## config.mk

```make
export PLATFORM = sky130hd
export DESIGN_NAME = sliding_max_queue
export DESIGN_NICKNAME = d
export VERILOG_FILES = /design/src/rtl/smq_pkg.sv /design/src/rtl/sliding_max_queue.sv /design/src/rtl/smq_ram.sv /design/src/rtl/smq_ctrl.sv /design/src/rtl/smq_dp.sv
export SDC_FILE = /design/constraint.sdc
export NUM_CORES = 1
export LEC_CHECK = 0
export ABC_AREA = 1
export BUFFER_PORTS_ARGS = -buffer_cell sky130_fd_sc_hd__buf_2
export CAP_MARGIN = 20
export CORE_MARGIN = 5
export CORE_UTILIZATION = 29
export DETAILED_ROUTE_END_ITERATION = 6
export GPL_TIMING_DRIVEN = 0
export MAX_ROUTING_LAYER = met4
export PLACE_DENSITY = 0.51
export SYNTH_ARGS = -nofsm -noshare
export SYNTH_HDL_FRONTEND = slang
export SYNTH_SLANG_ARGS = --single-unit
export TNS_END_PERCENT = 10
```

## constraint.sdc

```tcl
create_clock -name clk -period 5.2 [get_ports clk]
set_input_delay 0.26 -clock clk [delete_from_list [all_inputs] [get_ports clk]]
set_output_delay 0.26 -clock clk [all_outputs]
set_load 0.01 [all_outputs]
```

## src/rtl/smq_pkg.sv

```systemverilog
// shared types and constants for the sliding maximum queue
`timescale 1ns / 1ps

package smq_pkg;

	localparam int FIELD_BITS = 16;

	localparam logic OP_PUSH = 1'b0;
	localparam logic OP_POP  = 1'b1;

	typedef struct packed {
		logic push;
		logic report_err;
		logic pop_top;
		logic pop_read;
		logic back_load;
		logic refill_step;
		logic refill_finish;
		logic load_out;
	} cmd_t;

	typedef struct packed {
		logic full;
		logic empty;
		logic back_zero;
		logic back_one;
		logic refill_done;
	} status_t;

endpackage

```

## src/rtl/sliding_max_queue.sv

```systemverilog
// top level of the sliding maximum queue: controller plus datapath
`timescale 1ns / 1ps
//
// fifo of unsigned values that reports the maximum of its contents after each word.
// input channel (in_valid / in_stall): op 0 pushes value, op 1 pops the oldest value.
// output channel (out_valid / out_stall): one word per input word with max_value,
// occupancy and error; error marks a push on a full queue or a pop on an empty one,
// which leave the queue untouched.
// path of an input word, from acceptance to the result being registered:
//   push, error, or pop with one value on the back stack: loaded on acceptance
//   pop with two or more values on the back stack: ram read, then result load
//   pop with an empty back stack: the front stack is moved one value per cycle
//   through its registered ram read, then the result load
// each value moves between stacks only once; result loads wait for a free output.
// the result sits in an output register; a new word is taken while it waits,
// as long as the register is free or being taken in that cycle.
// a stalled receiver holds the result and the block stops taking words once its
// next result would have nowhere to go.
// reset empties both stacks at once; ram contents are not cleared.
//
module sliding_max_queue
	import smq_pkg::*;
#(
	parameter int DEPTH      = 16,
	parameter int VALUE_BITS = 16
) (
	input  logic                       clk,
	input  logic                       arst_n,
	input  logic                       in_valid,
	output logic                       in_stall,
	input  logic                       op,
	input  logic [15:0]                value,
	output logic                       out_valid,
	input  logic                       out_stall,
	output logic [15:0]                max_value,
	output logic [$clog2(DEPTH+1)-1:0] occupancy,
	output logic                       error
);

	cmd_t    cmd;
	status_t status;

	smq_ctrl u_ctrl (
		.clk       (clk),
		.arst_n    (arst_n),
		.in_valid  (in_valid),
		.in_stall  (in_stall),
		.op        (op),
		.out_valid (out_valid),
		.out_stall (out_stall),
		.status    (status),
		.cmd       (cmd)
	);

	smq_dp #(
		.DEPTH      (DEPTH),
		.VALUE_BITS (VALUE_BITS)
	) u_dp (
		.clk       (clk),
		.arst_n    (arst_n),
		.cmd       (cmd),
		.status    (status),
		.value     (value),
		.max_value (max_value),
		.occupancy (occupancy),
		.error     (error)
	);

endmodule

```

## src/rtl/smq_ram.sv

```systemverilog
// generic single write port, single read port ram with registered read
`timescale 1ns / 1ps

module smq_ram #(
	parameter int WIDTH = 32,
	parameter int DEPTH = 16
) (
	input  logic                     clk,
	input  logic                     wr_en,
	input  logic [$clog2(DEPTH)-1:0] wr_addr,
	input  logic [WIDTH-1:0]         wr_data,
	input  logic                     rd_en,
	input  logic [$clog2(DEPTH)-1:0] rd_addr,
	output logic [WIDTH-1:0]         rd_data
);

	logic [WIDTH-1:0] mem_q [DEPTH];

	always_ff @(posedge clk) begin
		if (wr_en) begin
			mem_q[wr_addr] <= wr_data;
		end
		if (rd_en) begin
			rd_data <= mem_q[rd_addr];
		end
	end

endmodule

```

## src/rtl/smq_ctrl.sv

```systemverilog
// controller state machine for the sliding maximum queue
`timescale 1ns / 1ps

module smq_ctrl
	import smq_pkg::*;
(
	input  logic    clk,
	input  logic    arst_n,
	input  logic    in_valid,
	output logic    in_stall,
	input  logic    op,
	output logic    out_valid,
	input  logic    out_stall,
	input  status_t status,
	output cmd_t    cmd
);

	typedef enum logic [2:0] {
		ST_IDLE    = 3'b001,
		ST_REFILL  = 3'b010,
		ST_BACK_RD = 3'b100
	} state_t;

	state_t state_q, state_n;
	logic   out_valid_q;
	logic   out_free;
	logic   accept;

	assign out_free  = !out_valid_q || !out_stall;
	assign accept    = (state_q == ST_IDLE) && in_valid && out_free;
	assign in_stall  = !((state_q == ST_IDLE) && out_free);
	assign out_valid = out_valid_q;

	always_comb begin
		cmd     = '0;
		state_n = state_q;
		unique case (state_q)
			ST_IDLE: begin
				if (accept) begin
					if (op == OP_PUSH) begin
						cmd.load_out = 1'b1;
						if (status.full) cmd.report_err = 1'b1;
						else cmd.push = 1'b1;
					end else if (status.empty) begin
						cmd.report_err = 1'b1;
						cmd.load_out   = 1'b1;
					end else if (status.back_one) begin
						cmd.pop_top  = 1'b1;
						cmd.load_out = 1'b1;
					end else if (status.back_zero) begin
						state_n = ST_REFILL;
					end else begin
						cmd.pop_read = 1'b1;
						state_n      = ST_BACK_RD;
					end
				end
			end
			ST_REFILL: begin
				if (!status.refill_done) begin
					cmd.refill_step = 1'b1;
				end else if (out_free) begin
					cmd.refill_finish = 1'b1;
					cmd.load_out      = 1'b1;
					state_n           = ST_IDLE;
				end
			end
			ST_BACK_RD: begin
				if (out_free) begin
					cmd.back_load = 1'b1;
					cmd.load_out  = 1'b1;
					state_n       = ST_IDLE;
				end
			end
			default: begin
				state_n = ST_IDLE;
			end
		endcase
	end

	always_ff @(posedge clk or negedge arst_n) begin
		if (!arst_n) begin
			state_q     <= ST_IDLE;
			out_valid_q <= 1'b0;
		end else begin
			state_q <= state_n;
			if (cmd.load_out) out_valid_q <= 1'b1;
			else if (!out_stall) out_valid_q <= 1'b0;
		end
	end

endmodule

```

## src/rtl/smq_dp.sv

```systemverilog
// datapath: two stacks of value and running maximum, counts and result register
`timescale 1ns / 1ps

module smq_dp
	import smq_pkg::*;
#(
	parameter int DEPTH      = 16,
	parameter int VALUE_BITS = 16
) (
	input  logic                         clk,
	input  logic                         arst_n,
	input  cmd_t                         cmd,
	output status_t                      status,
	input  logic [FIELD_BITS-1:0]        value,
	output logic [FIELD_BITS-1:0]        max_value,
	output logic [$clog2(DEPTH+1)-1:0]   occupancy,
	output logic                         error
);

	localparam int AW = $clog2(DEPTH);
	localparam int CW = $clog2(DEPTH + 1);
	localparam int W  = (VALUE_BITS < FIELD_BITS) ? VALUE_BITS : FIELD_BITS;

	logic [CW-1:0] fc_q, bc_q, fc_n, bc_n, fc_m1, bc_m2, total;
	logic [W-1:0]  ft_q, bt_q, ft_n, bt_n, run_q, prev_q;
	logic          pend_q;
	logic [W-1:0]  v, push_m, ref_m, f_rval, b_rmax, mf, mb, res_max;

	logic          f_we, f_re, b_we, b_re;
	logic [AW-1:0] f_waddr, f_raddr, b_waddr, b_raddr;
	logic [2*W-1:0] f_wdata, f_rdata, b_wdata, b_rdata;

	logic [FIELD_BITS-1:0] max_q;
	logic [CW-1:0]         occ_q;
	logic                  err_q;

	assign v      = value[W-1:0];
	assign fc_m1  = fc_q - CW'(1);
	assign bc_m2  = bc_q - CW'(2);
	assign total  = CW'(fc_q + bc_q);
	assign f_rval = f_rdata[2*W-1:W];
	assign b_rmax = b_rdata[W-1:0];

	assign push_m = (fc_q != '0 && ft_q > v) ? ft_q : v;
	// first value moved starts the back stack's running maximum afresh
	assign ref_m  = (bc_q == '0 || f_rval > run_q) ? f_rval : run_q;

	assign status.full        = (total == CW'(DEPTH));
	assign status.empty       = (fc_q == '0) && (bc_q == '0);
	assign status.back_zero   = (bc_q == '0);
	assign status.back_one    = (bc_q == CW'(1));
	assign status.refill_done = (fc_q == '0) && !pend_q;

	always_comb begin
		fc_n    = fc_q;
		bc_n    = bc_q;
		ft_n    = ft_q;
		bt_n    = bt_q;
		f_we    = 1'b0;
		f_re    = 1'b0;
		b_we    = 1'b0;
		b_re    = 1'b0;
		f_waddr = fc_q[AW-1:0];
		f_wdata = {v, push_m};
		f_raddr = fc_m1[AW-1:0];
		b_waddr = bc_q[AW-1:0];
		b_wdata = {f_rval, ref_m};
		b_raddr = bc_m2[AW-1:0];
		if (cmd.push) begin
			f_we = 1'b1;
			fc_n = fc_q + CW'(1);
			ft_n = push_m;
		end
		if (cmd.pop_top) begin
			bc_n = bc_q - CW'(1);
		end
		if (cmd.pop_read) begin
			// fetch the maximum of the entry that becomes the new top
			b_re = 1'b1;
			bc_n = bc_q - CW'(1);
		end
		if (cmd.back_load) begin
			bt_n = b_rmax;
		end
		if (cmd.refill_step) begin
			if (fc_q != '0) begin
				f_re = 1'b1;
				fc_n = fc_q - CW'(1);
			end
			if (pend_q) begin
				b_we = 1'b1;
				bc_n = bc_q + CW'(1);
			end
		end
		if (cmd.refill_finish) begin
			// entry below the moved top carries the maximum held in prev_q
			bc_n = bc_q - CW'(1);
			bt_n = prev_q;
		end
	end

	assign mf      = (fc_n != '0) ? ft_n : '0;
	assign mb      = (bc_n != '0) ? bt_n : '0;
	assign res_max = (mf > mb) ? mf : mb;

	always_ff @(posedge clk or negedge arst_n) begin
		if (!arst_n) begin
			fc_q   <= '0;
			bc_q   <= '0;
			pend_q <= 1'b0;
		end else begin
			fc_q   <= fc_n;
			bc_q   <= bc_n;
			pend_q <= cmd.refill_step && (fc_q != '0);
		end
	end

	always_ff @(posedge clk) begin
		ft_q <= ft_n;
		bt_q <= bt_n;
		if (b_we) begin
			run_q  <= ref_m;
			prev_q <= run_q;
		end
		if (cmd.load_out) begin
			max_q <= FIELD_BITS'(res_max);
			occ_q <= CW'(fc_n + bc_n);
			err_q <= cmd.report_err;
		end
	end

	assign max_value = max_q;
	assign occupancy = occ_q;
	assign error     = err_q;

	smq_ram #(
		.WIDTH (2 * W),
		.DEPTH (DEPTH)
	) u_front_ram (
		.clk     (clk),
		.wr_en   (f_we),
		.wr_addr (f_waddr),
		.wr_data (f_wdata),
		.rd_en   (f_re),
		.rd_addr (f_raddr),
		.rd_data (f_rdata)
	);

	smq_ram #(
		.WIDTH (2 * W),
		.DEPTH (DEPTH)
	) u_back_ram (
		.clk     (clk),
		.wr_en   (b_we),
		.wr_addr (b_waddr),
		.wr_data (b_wdata),
		.rd_en   (b_re),
		.rd_addr (b_raddr),
		.rd_data (b_rdata)
	);

endmodule

```

==> Yosys cells after proc, flatten, opt, wreduce, memory -nomap -nowiden <==
Memories as Yosys holds them, arrays and structs flattened. A register that Yosys moved wholly into a read port is not among the register bits.
Index checks and enable logic that the tools add are counted.
{ "word_totals": {"ramBits": 1024, "ff_bits": 101, "inputBits": 21, "mem_count": 2, "wordCells": 113, "out_inout_bits": 24} }
{ "op_classes": {"n_eq_ne": 11, "n_addsub": 7, "n_reduce_logical": 20, "order_cmp": 3, "n_mux": 58} }
{ "mem_list": {"columns": ["name", "words", "word_bits", "rd", "rd_clocked_by_memory_dff", "wr", "line", "rtl"], "rows": [
  ["u_dp.u_back_ram.mem_q", 16, 32, 1, 1, 1, "smq_ram.sv:17", "logic [WIDTH-1:0] mem_q [DEPTH];"],
  ["u_dp.u_front_ram.mem_q", 16, 32, 1, 1, 1, "smq_ram.sv:17", null]
]} }
{ "ops": {"columns": ["op", "n"], "rows": [
  ["$mux W16", 8],
  ["$gt A16 B16 Y1", 3],
  ["$mux W5", 8],
  ["$mux W1", 26],
  ["$mux W3", 7],
  ["$reduce_bool A5 Y1", 3],
  ["$add A5 B1 Y5 const B", 2],
  ["$add A5 B5 Y5", 2],
  ["$logic_not A5 Y1", 2],
  ["$mux W2", 5],
  ["$sub A5 B1 Y5 const B", 2],
  ["$pmux W3 S3", 1],
  ["$mux W4", 2],
  ["$logic_and A1 B1 Y1", 7],
  ["$ne A2 B1 Y1 const B", 3],
  ["$ne A2 B2 Y1 const B", 3],
  ["$eq A5 B1 Y1 const B", 1],
  ["$eq A5 B5 Y1 const B", 1],
  ["$reduce_and A5 Y1", 1],
  ["$logic_not A1 Y1", 4],
  ["$sub A4 B2 Y4 const B", 1],
  ["$eq A3 B1 Y1 const B", 1],
  ["$eq A3 B2 Y1 const B", 1],
  ["$eq A3 B3 Y1 const B", 1],
  ["3 further kinds", 4]
]} }

==> Depth between registers and ports, before layout <==
Gate-level depths: netlist of the first run.
{ "depth": {"word_depth": 16, "ltp_mapped": 30, "mapped_depth_nobuf": 29} }

==> Modules after synthesis <==
Synthesis of the first run repeated with hierarchy kept, for this count alone.
{ "unflattened": {"hier_cells": 5056, "area_unflattened_um2": 52595.4} }
{ "by_module_without_submodules": {"columns": ["module", "area_each_um2", "seq_area_each_um2", "n_inst", "cells_per_inst"], "rows": [
  ["smq_ram", 23050.9, 16335.7, 2, 2120],
  ["smq_dp", 6147.1, 2537.4, 1, 764],
  ["smq_ctrl", 346.6, 101.3, 1, 52]
]} }

==> Worst setup path after synthesis of the first run <==
OpenSTA, ideal clock, no wires.
{ "synth_timing": {"path_type": "reg2reg", "from": "register u_dp.fc_q[0]", "to": "register u_dp.max_q[10] (netlist: u_dp.max_value[10]) (data pin)", "synth_period_minus_slack_ns": 4.955, "arrival_ns": 4.702, "required_time_ns": 4.946, "slack_ns": 0.245, "path_stages_with_launch": 27, "setup_time_ns": 0.254, "n_path_buf": 4, "cell_sequence": "dfrtp_1 inv_1 clkbuf_1 clkbuf_1 ha_1 nand3_2 inv_2 nor2_1 inv_1 nor2_1 inv_1 nand2_1 nand2_1 nor2_4 nand2_4 buf_6 and2_1 ha_1 nand2_1 inv_2 nand2_1 or4_1 o21ai_2 inv_2 clkbuf_1 nand3_1 nand2_1"} }
{ "synth_between": {"elab_chain_cells": 15, "word_cells_on_any_way": 35, "cone_classes": "add/sub: 3; order compare: 1; eq/ne: 1; mux: 23; reduce/logical: 7"} }
{ "synth_lines": {"columns": ["item", "line", "rtl"], "rows": [
  ["from (decl)", "smq_dp.sv:24", "logic [CW-1:0] fc_q, bc_q, fc_n, bc_n, fc_m1, bc_m2, total;"],
  ["from (signal assigned)", "smq_dp.sv:112", "fc_q <= fc_n;"],
  ["branches (longest 14 deep; another with $gt A16 B16 Y1)", null, null],
  ["$mux W16 *", "smq_dp.sv:104", "assign res_max = (mf > mb) ? mf : mb;"],
  ["net u_dp.res_max[10]", "smq_dp.sv:27", "logic [W-1:0] v, push_m, ref_m, f_rval, b_rmax, mf, mb, res_max;"],
  ["to (signal assigned)", "smq_dp.sv:126", "max_q <= FIELD_BITS'(res_max);"],
  ["to (decl)", "smq_dp.sv:33", "logic [FIELD_BITS-1:0] max_q;"]
]} }
Mark *: on every way through the listed nets, which the timed path passes.
A chain may end at the register's enable or synchronous reset.

==> Worst setup path after layout of the first run <==
{ "layout_timing": {"from": "register u_dp.bc_q[0]", "to": "register u_dp.max_q[14] (netlist: u_dp.max_value[14]) (data pin)"} }
{ "layout_between": {"word_cells_on_any_way": 31, "cone_classes": "add/sub: 3; order compare: 1; eq/ne: 2; mux: 21; reduce/logical: 4"} }
{ "layout_rtl": {"columns": ["item", "line", "rtl"], "rows": [
  ["from (decl)", "smq_dp.sv:24", null],
  ["from (signal assigned)", "smq_dp.sv:113", "bc_q <= bc_n;"],
  ["$add A5 B5 Y5", "smq_dp.sv:40", "assign total = CW'(fc_q + bc_q);"],
  ["$eq A5 B5 Y1", "smq_dp.sv:48", "assign status.full = (total == CW'(DEPTH));"],
  ["$mux W1", "smq_ctrl.sv:42", "if (status.full) cmd.report_err = 1'b1;"],
  ["$mux W1", "smq_ctrl.sv:40", "if (op == OP_PUSH) begin"],
  ["$mux W4", "smq_ctrl.sv:39", "if (accept) begin"],
  ["$mux W4", "smq_ctrl.sv:37", "unique case (state_q)"],
  ["$mux W16", "smq_dp.sv:69", "if (cmd.push) begin"],
  ["net u_dp.ft_n[15]", "smq_dp.sv:25", "logic [W-1:0] ft_q, bt_q, ft_n, bt_n, run_q, prev_q;"],
  ["$mux W16", "smq_dp.sv:102", "assign mf = (fc_n != '0) ? ft_n : '0;"],
  ["$gt A16 B16 Y1", "smq_dp.sv:104", null],
  ["$mux W16", "smq_dp.sv:104", null],
  ["net u_dp.res_max[14]", "smq_dp.sv:27", null]
]} }
The timed path passes the listed nets, and every way through them passes these cells.

==> results.ini, run 1 <==
[outcome]
status = completed

[logic_synthesis]
yosysTopAreaCellShare = 0.662
yosysTopAreaCell = edfxtp_1
synth_area_um2 = 27100
syn-instance-count = 2190
synth_edf_count = 598
synth_area_leaders = edfxtp_1, o21ai_0, nor2_1
syn_avg_cell_area_um2 = 12.4
synth_seq_cells = 645
yosysMostFrequentCell = edfxtp_1
synthTopCellsByCount = edfxtp_1, nor2_1, o21ai_0, nand2_1, clkbuf_1
yosysWarnings = 0
ys.flop_type = edfxtp_1
synth_cell_types = 47
syn_nets = 2282
yosysSeqAreaShare = 0.699
async_flop_share = 0.0233

[flow_run]
maxCapViolCount = 0

[clock_network]
clkSlewWorstSetupHoldPaths_ns = 0.06
cts-root-buf = clkbuf_16
numClockSinks = 645
numCtsBuffers = 68
h-tree-depth = 3
insertion_delay_ns = 0.63
cts.path.max_buffers = 3
cts_tree = built

[global_route]
antenna_found_initial = 0
grt.total_usage = 0.160
grt_first_pass_wirelength_um = 116000
overflow = 0
grt_pass1_vias = 18200
grt_start_max_net_pins = 42

[sta]
drv_slew = 0
fmax_mhz = 203
min_period_ns = 4.94
min_period_over_period = 0.949
slew-limit-headroom = 0.218
hold_violations = 0
setup_viol = 0
tightest_slew_ns = 1.17
tns_ns = 0
fin_skew_ns = 0.0199

[detailed_routing]
ant_nets = 0
via_count = 18400
drt_iter0_markers = 1906
wl_per_cell_um = 21.5
routed_wl_um = 78600
drtPass1Iterations = 6
vias_per_cell = 5.02
drc = 0

[layout]
drive_above_1_share = 0.123
num-nets-final = 2445
antenna_cells = 0
syn_to_final_growth_pct = 17.6
fin_util = 0.343
fillers = 9180

[floorplan]
start_util = 0.292
core-area_um2 = 93000
rows = 112
fp.dieW_um = 316
io_pins = 45
die_h_um = 316
die_area_um2 = 99800

[power]
p_per_area_nw_per_um2 = 589
leakagePower_uw = 0.0110
ir_worst_vdd_mv = 0.311

[worst_setup_path]
crit_path_end_kind = register
r2r_cells = 21
crit_path_max_fanout = 10
cp-start-kind = register
criticalPathCategory = register to register
required_ns = 5.57
arrival_ns = 5.30

[place]
io_buffers = 44
gp_congestion = 0.906
dp_hpwl_um = 55100

[worst_hold_path]
whs_path_depth = 1
worstHoldPathType = input pin to register

[where the power goes]
group | internal (µW) | total (µW) | switching, µW
logic | 2180 | 7550 | 5370
registers | 6240 | 6400 | 159
clock network | 2800 | 4840 | 2040
total | 11200 | 18800 | 7570
[layout make-up]
class	count	area (µm²)	area share
clock inverter	39	367	0.0115
timing repair buffer	95	872	0.0273
sequential	645	19000	0.595
clock buffer	83	1820	0.0571
buffer	128	571	0.0179
inverter	103	394	0.0124
tap	1254	1570	0.0492
multi-input combinational	1312	7330	0.230
[sequential cells by signal (all words and copies together), names as in the netlist, 3 cells and up]
| name | cells |
|---|---|
| u_dp.u_back_ram.mem_q | 256 |
| u_dp.u_front_ram.mem_q | 256 |
| u_dp.bt_q | 16 |
| u_dp.ft_q | 16 |
| u_dp.max_value | 16 |
| u_dp.prev_q | 16 |
| u_dp.run_q | 16 |
| u_dp.u_back_ram.rd_data | 16 |
| u_dp.u_front_ram.rd_data | 16 |
| u_dp.bc_q | 5 |
| u_dp.fc_q | 5 |
| u_dp.occupancy | 5 |
| u_ctrl.state_q | 3 |
[routing by layer]
metal  global-route usage  vias to the layer above  wire, µm
li1                     -                     8406         -
met3               0.0359                      142      6080
met2                0.240                      703     35300
met4               0.0497                        0      2530
met1                0.218                     9100     34700
met5                    -                        -         0
[layout by cell type (no fill, tap or decap), types with 14 or more instances in the layout]
master,synthesis,final
buf_4,0,22
edfxtp_1,598,598
o22ai_1,48,48
o21ai_1,13,22
a31oi_1,22,22
o21ai_0,288,273
ha_1,69,69
nand3_1,82,82
buf_8,0,15
nor2_2,2,27
dfxtp_1,32,32
nand2_1,214,213
buf_2,11,55
o211ai_1,48,48
nor2_1,326,300
clkinv_1,0,14
inv_1,95,93
a21oi_1,25,25
clkbuf_16,0,70
clkbuf_1,105,109
nand4_1,21,21
o221ai_1,82,82
and2_1,16,16
buf_6,7,16
[metrics by stage]
stage / hold WS [ns] / power [µW] / instances / cell area, µm² / setup slack (ns)
3_3_place_gp: 0.193 / 13700 / 3488 / 28900 / -1.51
5_1_grt: 0.0464 / 19800 / 3659 / 31900 / -0.00618
6_report: 0.0752 / 18800 / 3659 / 31900 / 0.263
2_1_floorplan: -0.0356 / 10900 / 2190 / 27100 / 0.245
3_5_place_dp: 0.192 / 13800 / 3528 / 29600 / -0.781
4_1_cts: 0.0477 / 18700 / 3651 / 31800 / 0.0223
[logic make-up after synthesis]
| kind of cell | synth area share |
|---|---|
| flip-flops | 0.699 |
| adder cells (fa/ha/maj) | 0.0333 |
| AND/OR/NAND/NOR | 0.108 |
| buffers and inverters | 0.0348 |
| AO/OA/AOI/OAI | 0.119 |
| XOR/XNOR | 0.00452 |
[worst paths after layout]
check                                              from                                       to  slack (ns)
worst min register to register  u_dp.run_q[3]$_DFFE_PP_                 u_dp.prev_q[3]$_DFFE_PP_        0.45
max in group asynchronous                        arst_n            u_ctrl.state_q[0]$_DFFE_PN1P_        4.78
worst max register to register   u_dp.bc_q[0]$_DFF_PN0_             u_dp.max_value[14]$_DFFE_PP_        0.26
worst min-delay path                          value[14]  u_dp.u_front_ram.mem_q[6][30]$_DFFE_PP_        0.08
worst max-delay path             u_dp.bc_q[0]$_DFF_PN0_             u_dp.max_value[14]$_DFFE_PP_        0.26
min in group asynchronous                        arst_n            u_ctrl.state_q[2]$_DFFE_PN0P_        0.10
[repair_timing]
| action | 4_1_cts | 5_1_grt |
|---|---|---|
| endpoints found under the setup margin | 16 | 16 |
| gates resized for setup | 16 | 12 |
| pin swaps | 0 | 2 |
| hold buffers | 1 | 0 |
| buffers inserted | 1 | 8 |
| hold endpoints to repair | 15 | 0 |
[critical path: stages (launching register included)]
cell	delay [ns]
dfrtp_2	0.46
ha_1	0.25
fa_1	0.43
or2_0	0.22
nor2_1	0.15
nand3_1	0.14
o21bai_4	0.28
inv_4	0.09
nand2_2	0.11
buf_2	0.26
o21ai_1	0.21
and2_1	0.23
ha_1	0.30
nand2_1	0.09
inv_2	0.09
nand2_1	0.04
or4_1	0.53
o21ai_4	0.27
inv_2	0.12
buf_2	0.21
nand3_1	0.11
nand2_1	0.07
No activity file was read; power rests on OpenSTA's default activity.
==> run 2, diff against run 1 <==
--- a/config.mk
+++ b/config.mk
@@ -8,12 +8,14 @@
 export ABC_AREA = 1
 export BUFFER_PORTS_ARGS = -buffer_cell sky130_fd_sc_hd__buf_2
 export CAP_MARGIN = 20
+export CELL_PAD_IN_SITES_DETAIL_PLACEMENT = 0
+export CELL_PAD_IN_SITES_GLOBAL_PLACEMENT = 1
 export CORE_MARGIN = 5
 export CORE_UTILIZATION = 29
 export DETAILED_ROUTE_END_ITERATION = 6
 export GPL_TIMING_DRIVEN = 0
 export MAX_ROUTING_LAYER = met4
-export PLACE_DENSITY = 0.51
+export PLACE_DENSITY = 0.58
 export SYNTH_ARGS = -nofsm -noshare
 export SYNTH_HDL_FRONTEND = slang
 export SYNTH_SLANG_ARGS = --single-unit
==> run 2 against run 1 <==
Effect of this change:
- the run now ends with DRC left
- via count up 0.34%
- combinational power up 1%
- fmax shrank 0.25%
- critical endpoint is now u_dp.max_value[5]$_DFFE_PP_
==> results.ini, run 2 (same netlist as run 1, synthesis figures left out) <==
[outcome]
status = complete, but fails checks
violations = DRC

[power]
ir_worst_vdd_mv = 0.272
p_clk_frac = 0.258
p_int_uw = 11200
p_per_area_nw_per_um2 = 592
p_seq_frac = 0.339
swShare = 0.409
leakagePower_uw = 0.0110
combPwrFrac = 0.403
finalPower_uw = 18900
p_switching_uw = 7750

[sta]
rsz0062_at_grt = no
fmax_mhz = 202
slew-limit-headroom = 0.235
setup_viol = 0
tightest_slew_ns = 1.14
tns_ns = 0
fin_skew_ns = 0.0385
hold_violations = 0
min_period_over_period = 0.952
min_period_ns = 4.95
drv_slew = 0

[clock_network]
cts-root-buf = clkbuf_16
cts.path.max_buffers = 3
h-tree-depth = 3
insertion_delay_ns = 0.62
clkSlewWorstSetupHoldPaths_ns = 0.06
cts_tree = built
numClockSinks = 645
numCtsBuffers = 70

[detailed_routing]
drtPass1Iterations = 7
via_count = 18400
ant_nets = 0
drc = 1
drt_iter0_markers = 1737
vias_per_cell = 5.04
wl_per_cell_um = 22.7
routed_wl_um = 83100

[floorplan]
io_pins = 45
die_h_um = 316
rows = 112
fp.dieW_um = 316
die_area_um2 = 99800
start_util = 0.292
core-area_um2 = 93000

[worst_setup_path]
crit_path_end_kind = register
slowest_stage = or4_1
reg2reg_from = u_dp.fc_q[0]$_DFF_PN0_
cp-start-kind = register
critPathBufInv = 8
crit_cells = 25
required_ns = 5.56
r2r_end = u_dp.max_value[5]$_DFFE_PP_
cp-startpoint = u_dp.fc_q[0]$_DFF_PN0_
crit_path_max_fanout = 16
crit_end = u_dp.max_value[5]$_DFFE_PP_
criticalPathCategory = register to register
r2r_cells = 25
rrSetupSlack_ns = 0.25
cpPeakStageDelay_ns = 0.53
arrival_ns = 5.31
crit_family = simple AND/OR/NAND/NOR gates
crit_top_cell = nand2_1

[layout]
drive_above_1_share = 0.122
final_common_cell = edfxtp_1
layout_common_cells = edfxtp_1, nor2_1, o21ai_0
reg_top3 = u_dp.u_back_ram.mem_q: 256 flops, u_dp.u_front_ram.mem_q: 256 flops
syn_to_final_growth_pct = 17.9
num-nets-final = 2440

[worst_hold_path]
whs_path_depth = 1
worstHoldPathType = input pin to register

[global_route]
grt_first_pass_wirelength_um = 121000
grt_start_max_net_pins = 42
grt.total_usage = 0.168
overflow = 0
antenna_found_initial = 0
grt_pass1_vias = 18300

[place]
gp_congestion = 0.861
io_buffers = 44
dp_hpwl_um = 58300

[flow_run]
maxCapViolCount = 0

run 2: cell type report:
cell class,count,area [µm²]
fill,9216,61100
sequential,645,19000
multi-input combinational,1312,7340
clock buffer,92,1900
tap,1254,1570
timing repair buffer,89,905
buffer,127,563
inverter,103,394
clock inverter,31,335
antenna,1,2.50
run 2: what timing repair did:
item | in CTS | in global routing
setup buffers | 1 | 1
pin swaps | 0 | 1
gates resized for setup | 15 | 5
endpoints found under the setup margin | 16 | 16
hold endpoints to repair | 15 | 0
hold buffers | 1 | 0
gates cloned | 0 | 0
run 2: worst min-delay path by stage:
stage,start,end
floorplan,arst_n,u_ctrl.out_valid$_DFFE_PN0P_
global placement,arst_n,u_ctrl.out_valid$_DFFE_PN0P_
detailed placement,arst_n,u_ctrl.out_valid$_DFFE_PN0P_
CTS,value[12],u_dp.u_front_ram.mem_q[6][28]$_DFFE_PP_
global route,value[15],u_dp.u_front_ram.mem_q[11][31]$_DFFE_PP_
finish,value[13],u_dp.u_front_ram.mem_q[6][29]$_DFFE_PP_
run 2: stage by stage:
step                cell area (µm²)  std cells  utilization  hold WS, ns  setup slack (ns)
finish                        32000       3654        0.344       0.0662             0.250
global route                  32000       3653        0.344       0.0513            0.0104
CTS                           32000       3652        0.343       0.0380           0.00943
detailed placement            29700       3529        0.319        0.206            -0.911
global placement              28900       3488        0.311        0.197             -1.61
floorplan                     27100       2190            -      -0.0356             0.245
run 2: per-layer routing:
| layer | global-route usage | share of wire | up-vias |
|---|---|---|---|
| met3 | 0.0262 | 0.061 | 121 |
| met2 | 0.254 | 0.45 | 605 |
| li1 | - | - | 8389 |
| met5 | - | 0 | - |
| met1 | 0.239 | 0.46 | 9299 |
| met4 | 0.0437 | 0.024 | 0 |
run 2: power groups by stage:
stage / registers, µW / logic (µW) / clock network, µW
CTS: 6420 / 7590 / 5000
global placement: 6520 / 7410 / 0
finish: 6420 / 7630 / 4890
detailed placement: 6520 / 7540 / 0
global route: 6450 / 8300 / 5210
floorplan: 6500 / 4440 / 0
==> run 3, diff against run 2 <==
--- a/config.mk
+++ b/config.mk
@@ -5,7 +5,6 @@
 export SDC_FILE = /design/constraint.sdc
 export NUM_CORES = 1
 export LEC_CHECK = 0
-export ABC_AREA = 1
 export BUFFER_PORTS_ARGS = -buffer_cell sky130_fd_sc_hd__buf_2
 export CAP_MARGIN = 20
 export CELL_PAD_IN_SITES_DETAIL_PLACEMENT = 0
@@ -15,7 +14,7 @@
 export DETAILED_ROUTE_END_ITERATION = 6
 export GPL_TIMING_DRIVEN = 0
 export MAX_ROUTING_LAYER = met4
-export PLACE_DENSITY = 0.58
+export PLACE_DENSITY_LB_ADDON = 0.1
 export SYNTH_ARGS = -nofsm -noshare
 export SYNTH_HDL_FRONTEND = slang
 export SYNTH_SLANG_ARGS = --single-unit
==> run 3 against run 2 <==
Effect of this change:
- non-clock buffer count shrank 18
- routed wire length shrank 12%
- worst hold slack worse by 0.026 ns
- via count is 26% lower
- the flow now finishes without violations
- cell count is 22% lower
- sequential share of layout area down 0.47 points
- largest cell class unchanged
- count of clock-buffer cells in the layout fell by 8
==> results.ini, run 3 <==
[outcome]
status = completed

[floorplan]
core-area_um2 = 91200
die_area_um2 = 97600
die_h_um = 312
start_util = 0.291
fp.dieW_um = 312
io_pins = 45
rows = 111

[global_route]
grt_pass1_vias = 14300
overflow = 0
grt_start_max_net_pins = 31
grt_first_pass_wirelength_um = 105000
grt.total_usage = 0.154
antenna_found_initial = 0

[detailed_routing]
ant_nets = 0
wl_met1_um = 33400
drtPass1Iterations = 5
routed_wl_um = 73100
via_count = 13600
drc = 0
met3_wirelength_um = 2260
wl_met2_um = 35900
highest_layer = met4
drt_iter0_markers = 813
wl_per_cell_um = 25.6
vias_per_cell = 4.75

[worst_setup_path]
required_ns = 5.66
cp-startpoint = u_dp.bc_q[1]$_DFF_PN0_
cp-start-kind = register
crit_end = u_dp.max_value[3]$_DFFE_PP_
criticalPathCategory = register to register
arrival_ns = 5.48
reg2reg_from = u_dp.bc_q[1]$_DFF_PN0_
crit_path_end_kind = register
r2r_end = u_dp.max_value[3]$_DFFE_PP_
crit_path_max_fanout = 10
rrSetupSlack_ns = 0.17
r2r_cells = 19

[place]
dp_hpwl_um = 51200
placed_cells = 2675
io_buffers = 44
gp_congestion = 0.753

[logic_synthesis]
synth_compound_area_frac = 0.0376
synth.area.mux_share = 0.147
yosysSeqAreaShare = 0.716
syn-instance-count = 1397
synthTopCellsByCount = edfxtp_1, mux4_2, ha_1, nor2_1, inv_1
synth_area_leaders = edfxtp_1, mux4_2, ha_1
synth_area_um2 = 26500
yosys.area_share.adder = 0.0341
synth_seq_cells = 645
ys.flop_type = edfxtp_1
synth_cell_types = 75
yosysTopAreaCellShare = 0.677
syn_nets = 1489
yosysWarnings = 0
yosysTopAreaCell = edfxtp_1
synth_top_family_by_area = multiplexers
yosysMostFrequentCell = edfxtp_1
syn_avg_cell_area_um2 = 19.0
synth_edf_count = 598
synth-simple-area-share = 0.0405
async_flop_share = 0.0233
synth-xor-area-share = 0.00529

[clock_network]
numCtsBuffers = 74
numClockSinks = 645
cts.path.max_buffers = 3
h-tree-depth = 3
cts-root-buf = clkbuf_16
cts_tree = built
insertion_delay_ns = 0.62
clkSlewWorstSetupHoldPaths_ns = 0.06

[sta]
drv_slew = 0
slew-limit-headroom = 0.292
fmax_mhz = 199
hold_violations = 0
fin_skew_ns = 0.0211
min_period_ns = 5.03
setup_viol = 0
min_period_over_period = 0.966
tightest_slew_ns = 1.06

[power]
p_per_area_nw_per_um2 = 595
finalPower_uw = 19200
ir_worst_vdd_mv = 0.271
leakagePower_uw = 0.0109

[flow_run]
maxCapViolCount = 0

[layout]
num-nets-final = 1705
layout_common_cells = edfxtp_1, mux4_2, clkbuf_16
syn_to_final_growth_pct = 21.6
stdcell_count = 2856
reg_top3 = u_dp.u_back_ram.mem_q: 256 flops, u_dp.u_front_ram.mem_q: 256 flops
drive_above_1_share = 0.318
final_common_cell = edfxtp_1

[worst_hold_path]
worstHoldPathType = input pin to register

## run 3: changes by cell type in the layout (fill, tap and decap cells not counted), moves of 54 or more
cell,change
o21ai_0,-265
nor2_1,-250
nand2_1,-189
mux4_2,+144
clkbuf_1,-82
o221ai_1,-81
nand3_1,-73
buf_4,+54
## run 3: final cells by class
type / instances / area, µm²
diodes: 1 / 2.50
plain buffers: 55 / 337
clock buffers: 84 / 1920
clock inverters: 48 / 442
fillers: 8620 / 59000
inverters: 63 / 251
multi-input cells: 631 / 7390
flip-flops and latches: 645 / 19000
well taps: 1186 / 1480
repair buffers: 143 / 1430
## run 3: routing by layer
layer / GRT usage / vias to the layer above
met1: 0.205 / 7184
met4: 0.0357 / 0
met3: 0.0233 / 109
li1: - / 6071
met5: - / -
met2: 0.250 / 200
## run 3: worst min-delay path by stage
stage	depth (start not counted)	endpoint	startpoint	slack (ns)
floorplan	0	u_ctrl.out_valid$_DFFE_PN0P_	arst_n	-0.04
global placement	1	u_ctrl.out_valid$_DFFE_PN0P_	arst_n	0.21
detailed placement	1	u_ctrl.out_valid$_DFFE_PN0P_	arst_n	0.21
CTS	3	u_ctrl.out_valid$_DFFE_PN0P_	out_stall	0.0003
global route	3	u_ctrl.out_valid$_DFFE_PN0P_	out_stall	0.06
finish	3	u_ctrl.out_valid$_DFFE_PN0P_	out_stall	0.04
## run 3: worst max-delay path, stage by stage (launching register included)
cell	delay (ns)
dfrtp_2	0.50
buf_4	0.17
ha_1	0.28
a21o_1	0.16
a21oi_1	0.22
xnor2_2	0.24
o21ai_4	0.17
a21oi_4	0.35
buf_6	0.27
mux2i_1	0.77
nor2_1	0.09
ha_1	0.34
o21a_1	0.12
o21bai_1	0.06
a31oi_2	0.17
o21ai_2	0.09
a21boi_4	0.26
o41ai_4	0.22
buf_12	0.19
o22ai_1	0.14
## run 3: cell families (layout without fill, tap and decap cells)
logic type,Yosys count,after routing
AND/OR/NAND/NOR,191,191
buffers and inverters,121,393
XOR/XNOR,16,16
flip-flops,645,645
adder cells (fa/ha/maj),71,71
AO/OA/AOI/OAI,145,145
multiplexers,208,208
other,0,1
## run 3: report_power, final
group          leakage, µW  internal (µW)  switching, µW
clock network      0.00115           3000           2130
logic              0.00395           3230           4310
registers          0.00584           6280            208
total               0.0109          12500           6660
## run 3: timing repair
action,in CTS,in global routing
pin swaps,8,15
endpoints found under the setup margin,159,16
setup buffers,20,27
hold buffers,1,0
resized for setup,52,42
hold endpoints to repair,15,0
gates cloned,1,1
## run 3: per-stage QoR
step                TNS [ns]  area (µm²)  setup slack, ns  hold slack, ns   util
finish                     0       32200            0.174          0.0406  0.353
global route        -0.00687       32200         -0.00609          0.0573  0.353
CTS                        0       31800          0.00502        0.000319  0.349
detailed placement    -34.90       29100            -1.76           0.208  0.319
global placement     -124.82       28200            -1.92           0.210  0.309
floorplan                  0       26500           0.0285         -0.0356      -
